===== src/rtl/core/i2cm_pkg.sv =====
package i2cm_pkg;

	typedef enum logic [1:0] {
		OP_TICK   = 2'd0,
		OP_BEGIN  = 2'd1,
		OP_SUPPLY = 2'd2,
		OP_NONE   = 2'd3
	} op_t;

	typedef enum logic [1:0] {
		KIND_WRITE    = 2'd0,
		KIND_READ     = 2'd1,
		KIND_REG_WR   = 2'd2,
		KIND_REG_RD   = 2'd3
	} kind_t;

	typedef enum logic [3:0] {
		PH_IDLE   = 4'd0,
		PH_START  = 4'd1,
		PH_WDEV   = 4'd2,
		PH_ADEV   = 4'd3,
		PH_WAHI   = 4'd4,
		PH_AAHI   = 4'd5,
		PH_WALO   = 4'd6,
		PH_AALO   = 4'd7,
		PH_RSTART = 4'd8,
		PH_WDEVR  = 4'd9,
		PH_ADEVR  = 4'd10,
		PH_WAITB  = 4'd11,
		PH_WDATA  = 4'd12,
		PH_ADATA  = 4'd13,
		PH_READ   = 4'd14,
		PH_STOP   = 4'd15
	} phase_t;

	localparam int RATE_BITS = 22;
	localparam logic [RATE_BITS-1:0] RATE_RESET = 22'd100000;
	localparam logic [RATE_BITS-1:0] RATE_STD   = 22'd100000;
	localparam logic [RATE_BITS-1:0] RATE_FAST  = 22'd200000;

	localparam logic [2:0] HALF_STD  = 3'd5;
	localparam logic [2:0] HALF_FAST = 3'd2;
	localparam logic [2:0] HALF_MAX  = 3'd1;

	localparam int        APB_ADDR_BITS = 3;
	localparam logic      REG_BUS_RATE  = 1'b0;

	localparam int IN_BITS  = 56;
	localparam int OUT_BITS = 16;

	typedef struct packed {
		logic scl;
		logic sda;
		logic rel;
	} lvl_t;

	typedef struct packed {
		logic       status;
		logic       done_res;
		logic [7:0] rx_byte;
		logic       rx_valid;
		logic       need_byte;
		logic       busy_res;
		logic       sda_released;
		logic       sda_out;
		logic       scl;
	} res_t;

	function automatic logic is_write_phase(phase_t p);
		return p == PH_WDEV || p == PH_WAHI || p == PH_WALO || p == PH_WDEVR || p == PH_WDATA;
	endfunction

	function automatic logic is_ack_phase(phase_t p);
		return p == PH_ADEV || p == PH_AAHI || p == PH_AALO || p == PH_ADEVR || p == PH_ADATA;
	endfunction

	function automatic lvl_t bus_levels(phase_t p, logic [2:0] sub, logic [2:0] bit_idx,
		logic msb, logic last_byte);
		lvl_t l;
		l.scl = 1'b1;
		l.sda = 1'b1;
		l.rel = 1'b0;
		if (p == PH_START || p == PH_RSTART) begin
			l.scl = sub < 3'd2;
			l.sda = sub == 3'd0;
		end else if (is_write_phase(p)) begin
			l.scl = sub == 3'd0;
			l.sda = (sub != 3'd0 && bit_idx == 3'd7) ? 1'b1 : msb;
		end else if (is_ack_phase(p)) begin
			l.scl = sub == 3'd1;
			l.rel = sub < 3'd2;
		end else if (p == PH_WAITB) begin
			l.scl = 1'b0;
		end else if (p == PH_READ) begin
			l.scl = sub == 3'd1 || sub == 3'd5;
			l.rel = sub < 3'd3;
			if (sub >= 3'd4) begin
				l.sda = last_byte;
			end
		end else if (p == PH_STOP) begin
			l.scl = sub >= 3'd2;
			l.sda = sub == 3'd0 || sub == 3'd3;
		end
		return l;
	endfunction

endpackage


===== src/rtl/core/i2c_master_transaction_engine.sv =====
// Channel     | Direction | Handshake                  | Content
// s_axis      | in        | s_axis_tvalid/s_axis_tready | op in tuser, transaction fields in tdata
// m_axis      | out       | m_axis_tvalid/m_axis_tready | bus levels, status and received byte
// apb         | in        | psel/penable/pready         | bus_rate_hz at byte address 0
//
// A request's state update and its result are computed in the cycle it is
// accepted, and the result is registered for the output side.
// A two-entry output buffer keeps requests flowing while one result waits.
// The input side stalls only when both output entries are full.
// Reset returns the engine to idle with SCL and SDA high and the rate at 100 kHz.
module i2c_master_transaction_engine #(
	parameter int LENGTH_BITS = 16
) (
	input  logic                                clk,
	input  logic                                arst_n,
	input  logic                                s_axis_tvalid,
	output logic                                s_axis_tready,
	// kind[1:0], dev_addr[9:2], mem_addr[25:10], addr_two_bytes[26], length[42:27],
	// tx_byte[50:43], sda_in[51], zero fill[55:52]
	input  logic [i2cm_pkg::IN_BITS-1:0]        s_axis_tdata,
	// op[1:0]
	input  logic [1:0]                          s_axis_tuser,
	output logic                                m_axis_tvalid,
	input  logic                                m_axis_tready,
	// scl[0], sda_out[1], sda_released[2], busy_res[3], need_byte[4], rx_valid[5],
	// rx_byte[13:6], done_res[14], status[15]
	output logic [i2cm_pkg::OUT_BITS-1:0]       m_axis_tdata,
	input  logic                                psel,
	input  logic                                penable,
	input  logic                                pwrite,
	input  logic [i2cm_pkg::APB_ADDR_BITS-1:0]  paddr,
	input  logic [31:0]                         pwdata,
	output logic [31:0]                         prdata,
	output logic                                pready
);
	import i2cm_pkg::*;

	typedef struct packed {
		phase_t                 phase;
		logic [2:0]             sub;
		logic [2:0]             bit_idx;
		logic [7:0]             shreg;
		logic [2:0]             wait_cnt;
		logic [2:0]             half;
		logic [LENGTH_BITS-1:0] left;
		logic [1:0]             kind;
		logic [7:0]             dev;
		logic [15:0]            addr;
		logic                   wide;
		logic                   nack;
	} eng_t;

	function automatic eng_t enter(eng_t s, phase_t p);
		eng_t r;
		r          = s;
		r.phase    = p;
		r.sub      = 3'd0;
		r.bit_idx  = 3'd0;
		r.wait_cnt = 3'd0;
		return r;
	endfunction

	localparam logic [LENGTH_BITS-1:0] LEFT_ONE = LENGTH_BITS'(1);

	logic [RATE_BITS-1:0] rate_q;
	eng_t                 eng_q;
	eng_t                 eng_nx;
	res_t                 res;
	res_t                 out_q;
	res_t                 skid_q;
	logic                 out_vld_q;
	logic                 skid_vld_q;
	logic                 accept;
	lvl_t                 lvl;

	op_t                    in_op;
	logic [1:0]             in_kind;
	logic [7:0]             in_dev;
	logic [15:0]            in_addr;
	logic                   in_wide;
	logic [LENGTH_BITS-1:0] in_len;
	logic [7:0]             in_tx;
	logic                   in_sda;

	assign in_op   = op_t'(s_axis_tuser);
	assign in_kind = s_axis_tdata[1:0];
	assign in_dev  = s_axis_tdata[9:2];
	assign in_addr = s_axis_tdata[25:10];
	assign in_wide = s_axis_tdata[26];
	assign in_len  = s_axis_tdata[27 +: LENGTH_BITS];
	assign in_tx   = s_axis_tdata[50:43];
	assign in_sda  = s_axis_tdata[51];

	assign s_axis_tready = !skid_vld_q;
	assign accept        = s_axis_tvalid && s_axis_tready;
	assign m_axis_tvalid = out_vld_q;
	assign m_axis_tdata  = out_q;

	assign pready = 1'b1;
	assign prdata = (paddr[2] == REG_BUS_RATE) ? {{(32-RATE_BITS){1'b0}}, rate_q} : 32'd0;

	always_ff @(posedge clk or negedge arst_n) begin
		if (!arst_n) begin
			rate_q <= RATE_RESET;
		end else if (psel && penable && pwrite && pready && paddr[2] == REG_BUS_RATE) begin
			rate_q <= pwdata[RATE_BITS-1:0];
		end
	end

	always_comb begin
		logic [LENGTH_BITS-1:0] left_dec;
		logic [7:0]             shifted;
		eng_nx           = eng_q;
		res              = '0;
		left_dec         = (eng_q.left != '0) ? eng_q.left - LEFT_ONE : eng_q.left;
		shifted          = {eng_q.shreg[6:0], in_sda};
		unique case (in_op)
			OP_TICK: begin
				if (eng_q.phase != PH_IDLE && eng_q.phase != PH_WAITB) begin
					eng_nx.wait_cnt = eng_q.wait_cnt + 3'd1;
					if (eng_nx.wait_cnt >= eng_q.half) begin
						eng_nx.wait_cnt = 3'd0;
						if (eng_q.phase == PH_START || eng_q.phase == PH_RSTART) begin
							if (eng_q.sub < 3'd2) begin
								eng_nx.sub = eng_q.sub + 3'd1;
							end else begin
								eng_nx = enter(eng_q, phase_t'(eng_q.phase + 4'd1));
							end
						end else if (is_write_phase(eng_q.phase)) begin
							if (eng_q.sub == 3'd0) begin
								eng_nx.sub = 3'd1;
							end else begin
								eng_nx.shreg = {eng_q.shreg[6:0], 1'b0};
								if (eng_q.bit_idx == 3'd7) begin
									eng_nx = enter(eng_nx, phase_t'(eng_q.phase + 4'd1));
								end else begin
									eng_nx.bit_idx = eng_q.bit_idx + 3'd1;
									eng_nx.sub     = 3'd0;
								end
							end
						end else if (is_ack_phase(eng_q.phase)) begin
							if (eng_q.sub == 3'd0) begin
								eng_nx.sub = 3'd1;
							end else if (eng_q.sub == 3'd1) begin
								if (in_sda) begin
									eng_nx.nack = 1'b1;
								end
								eng_nx.sub = 3'd2;
							end else if (eng_q.nack) begin
								eng_nx = enter(eng_q, PH_STOP);
							end else begin
								unique case (eng_q.phase)
									PH_ADEV: begin
										if (eng_q.kind == KIND_WRITE) begin
											eng_nx = enter(eng_q,
												(eng_q.left == '0) ? PH_STOP : PH_WAITB);
										end else if (eng_q.kind == KIND_READ) begin
											eng_nx       = enter(eng_q, PH_READ);
											eng_nx.shreg = 8'd0;
										end else if (eng_q.wide) begin
											eng_nx       = enter(eng_q, PH_WAHI);
											eng_nx.shreg = eng_q.addr[15:8];
										end else begin
											eng_nx       = enter(eng_q, PH_WALO);
											eng_nx.shreg = eng_q.addr[7:0];
										end
									end
									PH_AAHI: begin
										eng_nx       = enter(eng_q, PH_WALO);
										eng_nx.shreg = eng_q.addr[7:0];
									end
									PH_AALO: begin
										if (eng_q.kind == KIND_REG_WR) begin
											eng_nx = enter(eng_q,
												(eng_q.left == '0) ? PH_STOP : PH_WAITB);
										end else begin
											eng_nx       = enter(eng_q, PH_RSTART);
											eng_nx.shreg = eng_q.dev | 8'h01;
										end
									end
									PH_ADEVR: begin
										eng_nx       = enter(eng_q, PH_READ);
										eng_nx.shreg = 8'd0;
									end
									default: begin
										eng_nx      = enter(eng_q,
											(left_dec == '0) ? PH_STOP : PH_WAITB);
										eng_nx.left = left_dec;
									end
								endcase
							end
						end else if (eng_q.phase == PH_READ) begin
							if (eng_q.sub == 3'd1) begin
								eng_nx.shreg = shifted;
								if (eng_q.bit_idx == 3'd7) begin
									res.rx_valid = 1'b1;
									res.rx_byte  = shifted;
								end
								eng_nx.sub = 3'd2;
							end else if (eng_q.sub == 3'd2) begin
								if (eng_q.bit_idx == 3'd7) begin
									eng_nx.sub = 3'd3;
								end else begin
									eng_nx.bit_idx = eng_q.bit_idx + 3'd1;
									eng_nx.sub     = 3'd1;
								end
							end else if (eng_q.sub < 3'd6) begin
								eng_nx.sub = eng_q.sub + 3'd1;
							end else if (eng_q.left <= LEFT_ONE) begin
								eng_nx = enter(eng_q, PH_STOP);
							end else begin
								eng_nx       = enter(eng_q, PH_READ);
								eng_nx.left  = left_dec;
								eng_nx.shreg = 8'd0;
							end
						end else if (eng_q.phase == PH_STOP) begin
							if (eng_q.sub < 3'd3) begin
								eng_nx.sub = eng_q.sub + 3'd1;
							end else begin
								res.done_res = 1'b1;
								eng_nx       = enter(eng_q, PH_IDLE);
							end
						end else begin
							eng_nx = enter(eng_q, PH_IDLE);
						end
					end
				end
			end
			OP_BEGIN: begin
				if (eng_q.phase == PH_IDLE) begin
					eng_nx       = enter(eng_q, PH_START);
					eng_nx.kind  = in_kind;
					eng_nx.dev   = in_dev;
					eng_nx.addr  = in_addr;
					eng_nx.wide  = in_wide;
					eng_nx.nack  = 1'b0;
					if ((in_kind == KIND_READ || in_kind == KIND_REG_RD) && in_len == '0) begin
						eng_nx.left = LEFT_ONE;
					end else begin
						eng_nx.left = in_len;
					end
					if (rate_q <= RATE_STD) begin
						eng_nx.half = HALF_STD;
					end else if (rate_q <= RATE_FAST) begin
						eng_nx.half = HALF_FAST;
					end else begin
						eng_nx.half = HALF_MAX;
					end
					eng_nx.shreg = (in_kind == KIND_READ) ? (in_dev | 8'h01) : in_dev;
				end
			end
			OP_SUPPLY: begin
				if (eng_q.phase == PH_WAITB) begin
					eng_nx       = enter(eng_q, PH_WDATA);
					eng_nx.shreg = in_tx;
				end
			end
			default: begin
				eng_nx = eng_q;
			end
		endcase

		if (in_op == OP_TICK) begin
			lvl = bus_levels(eng_q.phase, eng_q.sub, eng_q.bit_idx, eng_q.shreg[7],
				eng_q.left <= LEFT_ONE);
		end else begin
			lvl = bus_levels(eng_nx.phase, eng_nx.sub, eng_nx.bit_idx, eng_nx.shreg[7],
				eng_nx.left <= LEFT_ONE);
		end
		res.scl          = lvl.scl;
		res.sda_out      = lvl.sda;
		res.sda_released = lvl.rel;
		res.busy_res     = eng_nx.phase != PH_IDLE;
		res.need_byte    = eng_nx.phase == PH_WAITB;
		res.status       = res.done_res && eng_nx.nack;
	end

	always_ff @(posedge clk or negedge arst_n) begin
		if (!arst_n) begin
			eng_q          <= '0;
			eng_q.phase    <= PH_IDLE;
			eng_q.half     <= HALF_STD;
		end else if (accept) begin
			eng_q <= eng_nx;
		end
	end

	always_ff @(posedge clk or negedge arst_n) begin
		if (!arst_n) begin
			out_vld_q  <= 1'b0;
			skid_vld_q <= 1'b0;
		end else begin
			if (!out_vld_q || m_axis_tready) begin
				if (skid_vld_q) begin
					out_vld_q  <= 1'b1;
					skid_vld_q <= 1'b0;
				end else begin
					out_vld_q <= accept;
				end
			end else if (accept) begin
				skid_vld_q <= 1'b1;
			end
		end
	end

	always_ff @(posedge clk) begin
		if (!out_vld_q || m_axis_tready) begin
			if (skid_vld_q) begin
				out_q <= skid_q;
			end else if (accept) begin
				out_q <= res;
			end
		end else if (accept) begin
			skid_q <= res;
		end
	end

endmodule


===== config.mk =====
export PLATFORM = sky130hd
export DESIGN_NAME = i2c_master_transaction_engine
export DESIGN_NICKNAME = d
export VERILOG_FILES = /design/src/rtl/core/i2cm_pkg.sv /design/src/rtl/core/i2c_master_transaction_engine.sv
export SDC_FILE = /design/constraint.sdc
export NUM_CORES = 1
export LEC_CHECK = 0
export ABC_AREA = 1
export BUFFER_PORTS_ARGS = -buffer_cell sky130_fd_sc_hd__buf_4
export CORE_ASPECT_RATIO = 2
export CORE_MARGIN = 2
export CORE_UTILIZATION = 62
export CTS_BUF_LIST = sky130_fd_sc_hd__clkbuf_16
export DETAILED_ROUTE_END_ITERATION = 7
export HOLD_SLACK_MARGIN = 0.05
export PLACE_DENSITY = 0.88
export SLEW_MARGIN = 5
export SYNTH_ARGS = -nofsm -noshare
export SYNTH_HDL_FRONTEND = slang
export SYNTH_SLANG_ARGS = --single-unit

===== constraint.sdc =====
create_clock -name clk -period 7.7 [get_ports clk]
set_clock_uncertainty 0.15 [all_clocks]
set_input_delay 1.155 -clock clk [delete_from_list [all_inputs] [get_ports clk]]
set_output_delay 1.155 -clock clk [all_outputs]
set_load 0.005 [all_outputs]

==> metrics.cfg, run 1 <==
[synth]
synth_warnings=0
synth_top_area_cell=dfrtp_1
synth_top_area_share=0.2254
avgSynthCellArea_um2=6.787
synth-edff-count=32
synth_top_flop_cell=dfrtp_1
synth_common_cells=nand2_1 (348), inv_1 (168), nor2_1 (157)
synth_cells=1358
synth_most_common_cell=nand2_1
syn_area_um2=9216
seq_area_frac_synth=0.3524
yosysUniqueCellTypes=56
ys_ff_latch=123
synth-async-reset-ratio=0.7398
synth.area.top_cells=dfrtp_1 (23%), nand2_1 (14%), edfxtp_1 (10%)

[route]
postRouteAntennaNets=0
drt_wl_total_um=31950
viasPerCell=6.146
drt_iter0_drc=1179
num_vias=10220
firstDrtPassIters=8
drc=0
avgRoutedWirePerCell_um=19.22

[setup_path]
critical_path.max_stage_delay_ns=0.46
startpoint_type=flip-flop
cp_num_buf_inv=2
crit_top_cell=nand2_1
critPathCaptureType=flip-flop
crit_slowest_cell=dfrtp_1
crit_required_ns=7.85
crit_fanout=23
cp_top_family=simple AND/OR/NAND/NOR gates
cp.arrival_ns=4.86
critPathLaunch=eng_q[29]$_DFFE_PN0P_
path_cells=inv_1 > ha_1 > nand2_2 > nor2_4 > nand2_2 > nand2_1 > inv_2 > nand2_2 > nand2_1 > nand2_1 > nor2_2 > o21ai_0 > o21ai_0 > nand2_1 > nand3_1 > nor2_1 > nand2_1 > nand2_1 > nand2_1 > a21oi_1 > nand2_1 > nand2_1 > nand3_1 > nand2_1
setup.worst_path.class=flip-flop to flip-flop
reg2reg_from=eng_q[29]$_DFFE_PN0P_

[power]
p_comb_frac=0.529
power_frac_seq=0.276
intPower_mw=1.918
finalPower_mw=3.943
ir_drop_mv=0.2695
switching_share=0.5135
p_sw_mw=2.025
leakagePower_nw=5.124
power_density_nw_per_um2=369.1
clockPowerShare=0.195

[run_status]
status=complete, no violations

[sta]
setup_tns_ns=0
period_minus_slack_ns=4.719
fmaxAchievable_mhz=211.9
timing.final.crit_share=0.6128
finalHoldViolations=0
rsz0062_at_grt=no
setup_ws_ns=2.981
slew_headroom=0.2053
setup-violations-final=0
worst_pin_slew_ns=1.188
slew_viol_final=0
hold_ws_ns=0.3249

[grt]
grt_pass1_vias=9880
grt_start_max_net_pins=63
antenna_found_initial=0
grt_pass1_wl_um=51090
overflow=0
grt_use_total=0.4057

[finish]
nets=1572
fillerInstances=1203
antennaDiodeCount=0
drive_gt1_frac=0.1581
fin_area_um2=10680
instances_no_fill=1662
area_growth_pct=15.92
fin_util=0.7287

[floorplan]
io_pins=151
num_rows=63
die_area_um2=15920
core-area_um2=14660
die_h_um=176.4
start_util=0.6286
die_w_um=90.21

[cts]
holdBufCountCts=0
cts_max_level=4
cts_made_buffers=17
cts_tree=done
cts.path.max_buffers=2
clk_latency_ns=0.43
post_cts_buffers=0
root_buffer=clkbuf_16
cts_resized=0
path_clk_slew_ns=0.06
cts.sink_count=123

[placement]
dpl_cell_area_um2=10130
hpwlAfterDp_um=22650
dp.cells=1630
dp_slack_ns=3.227
port_buffers=123
gp_congestion=1.051

[hold_path]
min_from=eng_q[16]$_DFFE_PN0P_
hold_class=flip-flop to flip-flop

[run]
cap_violations=0

layout by cell type (no fill, tap or decap), types with 17 or more instances in the layout:
cell,n
buf_4,131
nor2_1,155
clkbuf_16,17
dfrtp_1,83
nand3_1,56
nand2_1,348
inv_1,168
o22ai_1,22
o21ai_0,101
edfxtp_1,32
o21ai_1,19
a21oi_1,109
ha_1,18
o211ai_1,17
per-layer routing:
layer  vias to the layer above  routed length, um  GRT usage
met1                      4620              11330     0.4804
met2                       720              15260     0.6660
met4                         0               2400     0.2801
li1                       4685                  -          -
met3                       190               2964    0.07469
met5                         -                  0          0
area by class of cell:
class / instances / area, um^2 / area share
multi-input combinational: 998 / 4969 / 0.4650
sequential: 123 / 3248 / 0.3040
timing repair buffer: 131 / 983.4 / 0.09205
inverter: 183 / 686.9 / 0.06429
clock buffer: 17 / 425.4 / 0.03982
tap: 195 / 244.0 / 0.02284
clock inverter: 15 / 127.6 / 0.01195
registers in the layout (all words and copies together), names as in the netlist:
register / flops
rate_q: 22
skid_q: 16
m_axis_tdata: 16
eng_q: 67
skid_vld_q: 1
m_axis_tvalid: 1
worst register-to-register path, stage by stage (launching register included):
cell and delay [ns]:
dfrtp_1 0.46, inv_1 0.13, ha_1 0.38, nand2_2 0.17
nor2_4 0.16, nand2_2 0.32, nand2_1 0.29, inv_2 0.07
nand2_2 0.44, nand2_1 0.25, nand2_1 0.17, nor2_2 0.07
o21ai_0 0.15, o21ai_0 0.15, nand2_1 0.12, nand3_1 0.08
nor2_1 0.20, nand2_1 0.20, nand2_1 0.11, nand2_1 0.06
a21oi_1 0.14, nand2_1 0.10, nand2_1 0.07, nand3_1 0.07
nand2_1 0.11
cells by family (layout without fill, tap and decap cells):
family                     Yosys count  in the layout  synth area share
xor gates and xnor gates             3              3          0.002851
other                                2             11         0.0008149
DFF                                123            123            0.3524
adders and majority gates           18             18           0.02444
and+or+nand+nor                    635            635            0.2957
buffers and inverters              246            346            0.1127
AOI/OAI and AO/OA                  331            331            0.2111
path summary, 6_finish.rpt:
path | endpoint | slack [ns] | cells after the start
max in group asynchronous | eng_q[4]$_DFFE_PN0P_ | 5.70 | 2
min reg2reg | eng_q[16]$_DFFE_PN0P_ | 0.32 | 2
max | m_axis_tdata[1]$_DFFE_PP_ | 2.98 | 24
min in group asynchronous | eng_q[28]$_DFFE_PN0P_ | 0.51 | 1
min | eng_q[16]$_DFFE_PN0P_ | 0.32 | 2
max reg2reg | m_axis_tdata[1]$_DFFE_PP_ | 2.98 | 24
power groups by stage:
stage,Combinational (mW),Sequential (mW),Clock (mW)
global route,2.28,1.11,0.796
finish,2.08,1.09,0.771
CTS,2.01,1.08,0.769
floorplan,1.51,0.992,0
global placement,1.93,1.08,0
detailed placement,1.99,1.09,0
(Power assumes the default switching activity.)
==> inputs of run 2 (changes only) <==
Settings changed: CORE_UTILIZATION 62 to 58, PLACE_DENSITY 0.88 to 0.83.
Clock period 7.7 ns to 4.48 ns, I/O delays scaled along.
==> run 2 against run 1 <==
The flow now finishes with violations (design-rule violations); count of clock-buffer cells in the layout is the same; maximum frequency grew 14%; global-route usage shrank 0.060 points; first-iteration DRC count shrank 17%; wire length grew 4.7%; register-to-register slack lost 2.6 ns; highest routed layer unchanged.
==> metrics.cfg, run 2 (same netlist as run 1, synthesis figures left out) <==
[route]
drc=4
drt_wl_total_um=33460
num_vias=10370
firstDrtPassIters=8
postRouteAntennaNets=0
avgRoutedWirePerCell_um=19.69
drt_iter0_drc=974
viasPerCell=6.101

[cts]
cts_tree=done
cts_made_buffers=17
cts.path.max_buffers=2
path_clk_slew_ns=0.06
root_buffer=clkbuf_16
cts.sink_count=123
clk_latency_ns=0.43
holdBufCountCts=0
cts_max_level=4

[floorplan]
num_rows=65
core-area_um2=15700
die_h_um=182.3
io_pins=151
start_util=0.5872
die_area_um2=16980
die_w_um=93.14

[setup_path]
critPathCaptureType=flip-flop
crit_required_ns=4.51
startpoint_type=flip-flop
cp.arrival_ns=4.17
r2r_slack_ns=0.34
critPathLaunch=eng_q[64]$_DFFE_PN0P_
r2r_end=m_axis_tdata[0]$_DFFE_PP_
crit_fanout=16
reg2reg_from=eng_q[64]$_DFFE_PN0P_
setup.worst_path.class=flip-flop to flip-flop
ff2ff_path_depth=22

[run_status]
status=finished, violations left
violations=design-rule violations

[sta]
finalHoldViolations=0
slew_viol_final=0
fmaxAchievable_mhz=241.4
setup_tns_ns=0
worst_pin_slew_ns=0.7559
timing.final.crit_share=0.9248
slew_headroom=0.4942
period_minus_slack_ns=4.143
setup-violations-final=0
rsz0062_at_grt=no

[finish]
drive_gt1_frac=0.1742
largest_reg_flops=67
area_growth_pct=18.67
nets=1603
regMostFlops=eng_q
fillerInstances=1386
final_cell_mix=nand2_1 (347), inv_1 (170), buf_4 (161)
antennaDiodeCount=0
fin_util=0.6968
layout_commonest_cell=nand2_1
reg.largest.list=eng_q: 67 flops, rate_q: 22 flops

[grt]
overflow=0
grt_pass1_vias=10380
grt_pass1_wl_um=52740
grt_start_max_net_pins=52
grt_use_total=0.4051
antenna_found_initial=0

[placement]
port_buffers=123
hpwlAfterDp_um=24770
gp_congestion=1.020

[run]
cap_violations=0

[power]
power_density_nw_per_um2=637.7
ir_drop_mv=0.3728
leakagePower_nw=5.289

[hold_path]
hold_class=primary input to async pin

## run 2: cell types whose count changed in the layout (fill, tap and decap cells not counted), sizes merged
| cell | delta |
|---|---|
| inv | -5 |
| clkinvlp | -2 |
| clkinv | +6 |
| bufinv | +1 |
| buf | +31 |
## run 2: worst max-delay path by stage
stage,depth (start not counted),endpoint
2_1_floorplan,24,m_axis_tdata[1]$_DFFE_PP_
3_3_place_gp,23,m_axis_tdata[1]$_DFFE_PP_
3_5_place_dp,23,m_axis_tdata[1]$_DFFE_PP_
4_1_cts,23,m_axis_tdata[1]$_DFFE_PP_
5_1_grt,24,m_axis_tdata[1]$_DFFE_PP_
6_report,22,m_axis_tdata[0]$_DFFE_PP_
## run 2: what timing repair did
action                     in CTS  in global routing
setup buffers                   0                  0
setup endpoints to repair       0                  2
gates resized for setup         0                  1
## run 2: routing by layer
metal | GRT usage | vias to the layer above | routed length [um]
met1 | 0.4166 | 4713 | 10780
met5 | 0 | - | 0
met3 | 0.07680 | 239 | 2591
met4 | 0.3200 | 0 | 3083
li1 | - | 4756 | -
met2 | 0.7032 | 657 | 17000
## run 2: stage by stage
step	setup slack, ns	cells	power (mW)	hold WS, ns	area [um^2]
3_5_place_dp	0.4116	1667	5.483	0.3100	10380
3_3_place_gp	0.4610	1667	5.403	0.3051	10380
5_1_grt	0.03903	1699	7.419	0.1778	10940
6_report	0.3370	1699	6.974	0.1144	10940
4_1_cts	0.3356	1699	6.819	0.1488	10930
2_1_floorplan	1.316	1367	4.294	0.2264	9250
## run 2: worst max-delay path, cell delays in order (launching register included)
cell and delay [ns]:
dfrtp_1 0.55, inv_1 0.20, ha_1 0.28, nand3_2 0.17
nand2_2 0.10, nor2_4 0.23, inv_2 0.10, nor2_4 0.15
nand2_2 0.13, inv_2 0.31, a21oi_1 0.13, nand2_1 0.08
nand2_1 0.05, nand2_1 0.26, nand3_2 0.27, o21ai_1 0.23
nand2_1 0.09, nand2_1 0.07, nand2_1 0.05, nand2_1 0.08
nand2_1 0.06, nand3_1 0.07, nand2_1 0.05
## run 2: where the power goes
group	leakage [nW]	internal (mW)	switching [mW]
clock	0.280	0.761	0.562
combinational	3.60	1.22	2.58
sequential	1.41	1.51	0.348
## run 2: layout make-up
class,count,area (um^2),area share
clock buffer,17,425.4,0.03890
clock inverter,15,127.6,0.01167
inverter,183,686.9,0.06281
multi-input combinational,998,4969,0.4543
sequential,123,3248,0.2970
tap,201,251.5,0.02300
timing repair buffer,162,1229,0.1123
==> inputs of run 3 (changes only) <==
Settings changed: CORE_UTILIZATION 58 to 51, PLACE_DENSITY 0.83 to 0.74.
==> run 3 against run 2 <==
The flow now finishes without violations; sequential share of layout area is essentially flat; via count shrank 3.6%; count of clock-buffer cells in the layout grew 2; flip-flop and latch count is the same; utilization shrank 7.9 points; register-to-register slack lost 0.099 ns; die area grew 13%; sequential power is essentially flat; non-clock buffer count shrank 2; global-route usage shrank 6.2 points; clock power is essentially flat; largest power group unchanged.
==> metrics.cfg, run 3 (same netlist as run 1, synthesis figures left out) <==
[placement]
hpwlAfterDp_um=25270
dpl_cell_area_um2=10370
gp_congestion=1.004
dp.cells=1677
port_buffers=123

[cts]
post_cts_buffers=0
cts.path.max_buffers=2
root_buffer=clkbuf_16
cts_made_buffers=17
clk_latency_ns=0.43
path_clk_slew_ns=0.06
holdBufCountCts=0
cts.sink_count=123
cts_max_level=4
cts_tree=done
cts_resized=0

[route]
avgRoutedWirePerCell_um=19.26
drt_iter0_drc=591
num_vias=9994
drc=0
postRouteAntennaNets=0
drt_wl_total_um=32910
viasPerCell=5.848
firstDrtPassIters=6

[floorplan]
die_w_um=99.06
die_h_um=194.1
num_rows=69
io_pins=151
core-area_um2=17700
start_util=0.5207
die_area_um2=19230

[finish]
instances_no_fill=1709
layout_commonest_cell=nand2_1
final_cell_mix=nand2_1 (348), inv_1 (170), buf_4 (160)
reg.largest.list=eng_q: 67 flops, rate_q: 22 flops
largest_reg_flops=67
fin_area_um2=10940
drive_gt1_frac=0.1725
regMostFlops=eng_q
antennaDiodeCount=0
nets=1601
multi_input_area_um2=4966
fin_util=0.6179
register_area_um2=3248
fillerInstances=1660
area_growth_pct=18.65

[power]
power_density_nw_per_um2=631.2
ir_drop_mv=0.3017
leakagePower_nw=5.278

[grt]
grt_use_met1=0.3444
overflow=0
grt_use_total=0.3430
grt_pass1_wl_um=51300
grt_pass1_vias=9989
grt.busiest_layer=met2
antenna_found_initial=0
use_met2=0.6149
grt_use_met3=0.05443
grt_start_max_net_pins=70

[run]
cap_violations=0

[setup_path]
r2r_end=m_axis_tdata[1]$_DFFE_PP_
critPathCaptureType=flip-flop
startpoint_type=flip-flop
ff2ff_path_depth=23
crit_required_ns=4.51
crit_fanout=13
setup.worst_path.class=flip-flop to flip-flop
r2r_slack_ns=0.24
reg2reg_from=eng_q[47]$_DFFE_PN0P_
cp.arrival_ns=4.27

[sta]
rsz0062_at_grt=no
setup-violations-final=0
fmaxAchievable_mhz=235.7
setup_tns_ns=0
timing.final.crit_share=0.9470
finalHoldViolations=0
slew_headroom=0.3559
period_minus_slack_ns=4.242
slew_viol_final=0
worst_pin_slew_ns=0.9661

[run_status]
status=complete, no violations

[hold_path]
hold_class=primary input to async pin

==> run 3: how the worst max path moves through the flow <==
stage                          start                   endpoint  slack (ns)  depth (start not counted)
6_report       eng_q[47]$_DFFE_PN0P_  m_axis_tdata[1]$_DFFE_PP_        0.24                         23
5_1_grt        eng_q[47]$_DFFE_PN0P_  m_axis_tdata[1]$_DFFE_PP_        0.02                         24
4_1_cts        eng_q[47]$_DFFE_PN0P_  m_axis_tdata[1]$_DFFE_PP_        0.32                         24
3_5_place_dp   eng_q[47]$_DFFE_PN0P_  m_axis_tdata[1]$_DFFE_PP_        0.41                         23
3_3_place_gp   eng_q[47]$_DFFE_PN0P_  m_axis_tdata[1]$_DFFE_PP_        0.44                         23
2_1_floorplan  eng_q[47]$_DFFE_PN0P_  m_axis_tdata[1]$_DFFE_PP_        1.32                         24
==> run 3: where the power goes <==
part	total [mW]	switching, mW	internal, mW
Combinational	3.73	2.53	1.20
Sequential	1.85	0.344	1.51
Clock	1.32	0.551	0.774
Total	6.90	3.43	3.48
==> run 3: cell type report <==
class	instances	area share
timing repair buffer	160	0.1098
sequential	123	0.2970
clock inverter	13	0.008352
tap	213	0.02437
multi-input combinational	998	0.4541
inverter	183	0.06281
clock buffer	19	0.04348
==> run 3: per-layer routing <==
layer / share of wire / wire [um]
met5: 0 / 0
met4: 0.085 / 2797
met3: 0.063 / 2087
met2: 0.52 / 17140
met1: 0.33 / 10890
==> run 3: worst max-delay path, cell delays in order (launching register included) <==
cell and delay (ns):
dfrtp_1 0.41, ha_1 0.22, xnor2_1 0.22, inv_1 0.07, ha_1 0.32, nand3b_1 0.09, nand3_1 0.25, nand2_1 0.34
nor2_8 0.27, inv_2 0.16, nor2_2 0.22, o21ai_0 0.09, o21ai_0 0.24, nand2_1 0.15, nand3_1 0.11, nor2_1 0.06
nand2_1 0.13, nand2_1 0.06, nand2_1 0.05, a21oi_1 0.06, nand2_1 0.10, nand2_1 0.06, nand3_1 0.06, nand2_1 0.06
==> run 3: per-stage QoR <==
step / hold WS [ns] / total power, mW / setup WS [ns]
6_report: 0.2330 / 6.903 / 0.2376
5_1_grt: 0.3004 / 7.369 / 0.02064
4_1_cts: 0.2633 / 6.827 / 0.3234
3_5_place_dp: 0.3098 / 5.486 / 0.4128
3_3_place_gp: 0.3049 / 5.444 / 0.4437
2_1_floorplan: 0.2264 / 4.294 / 1.316
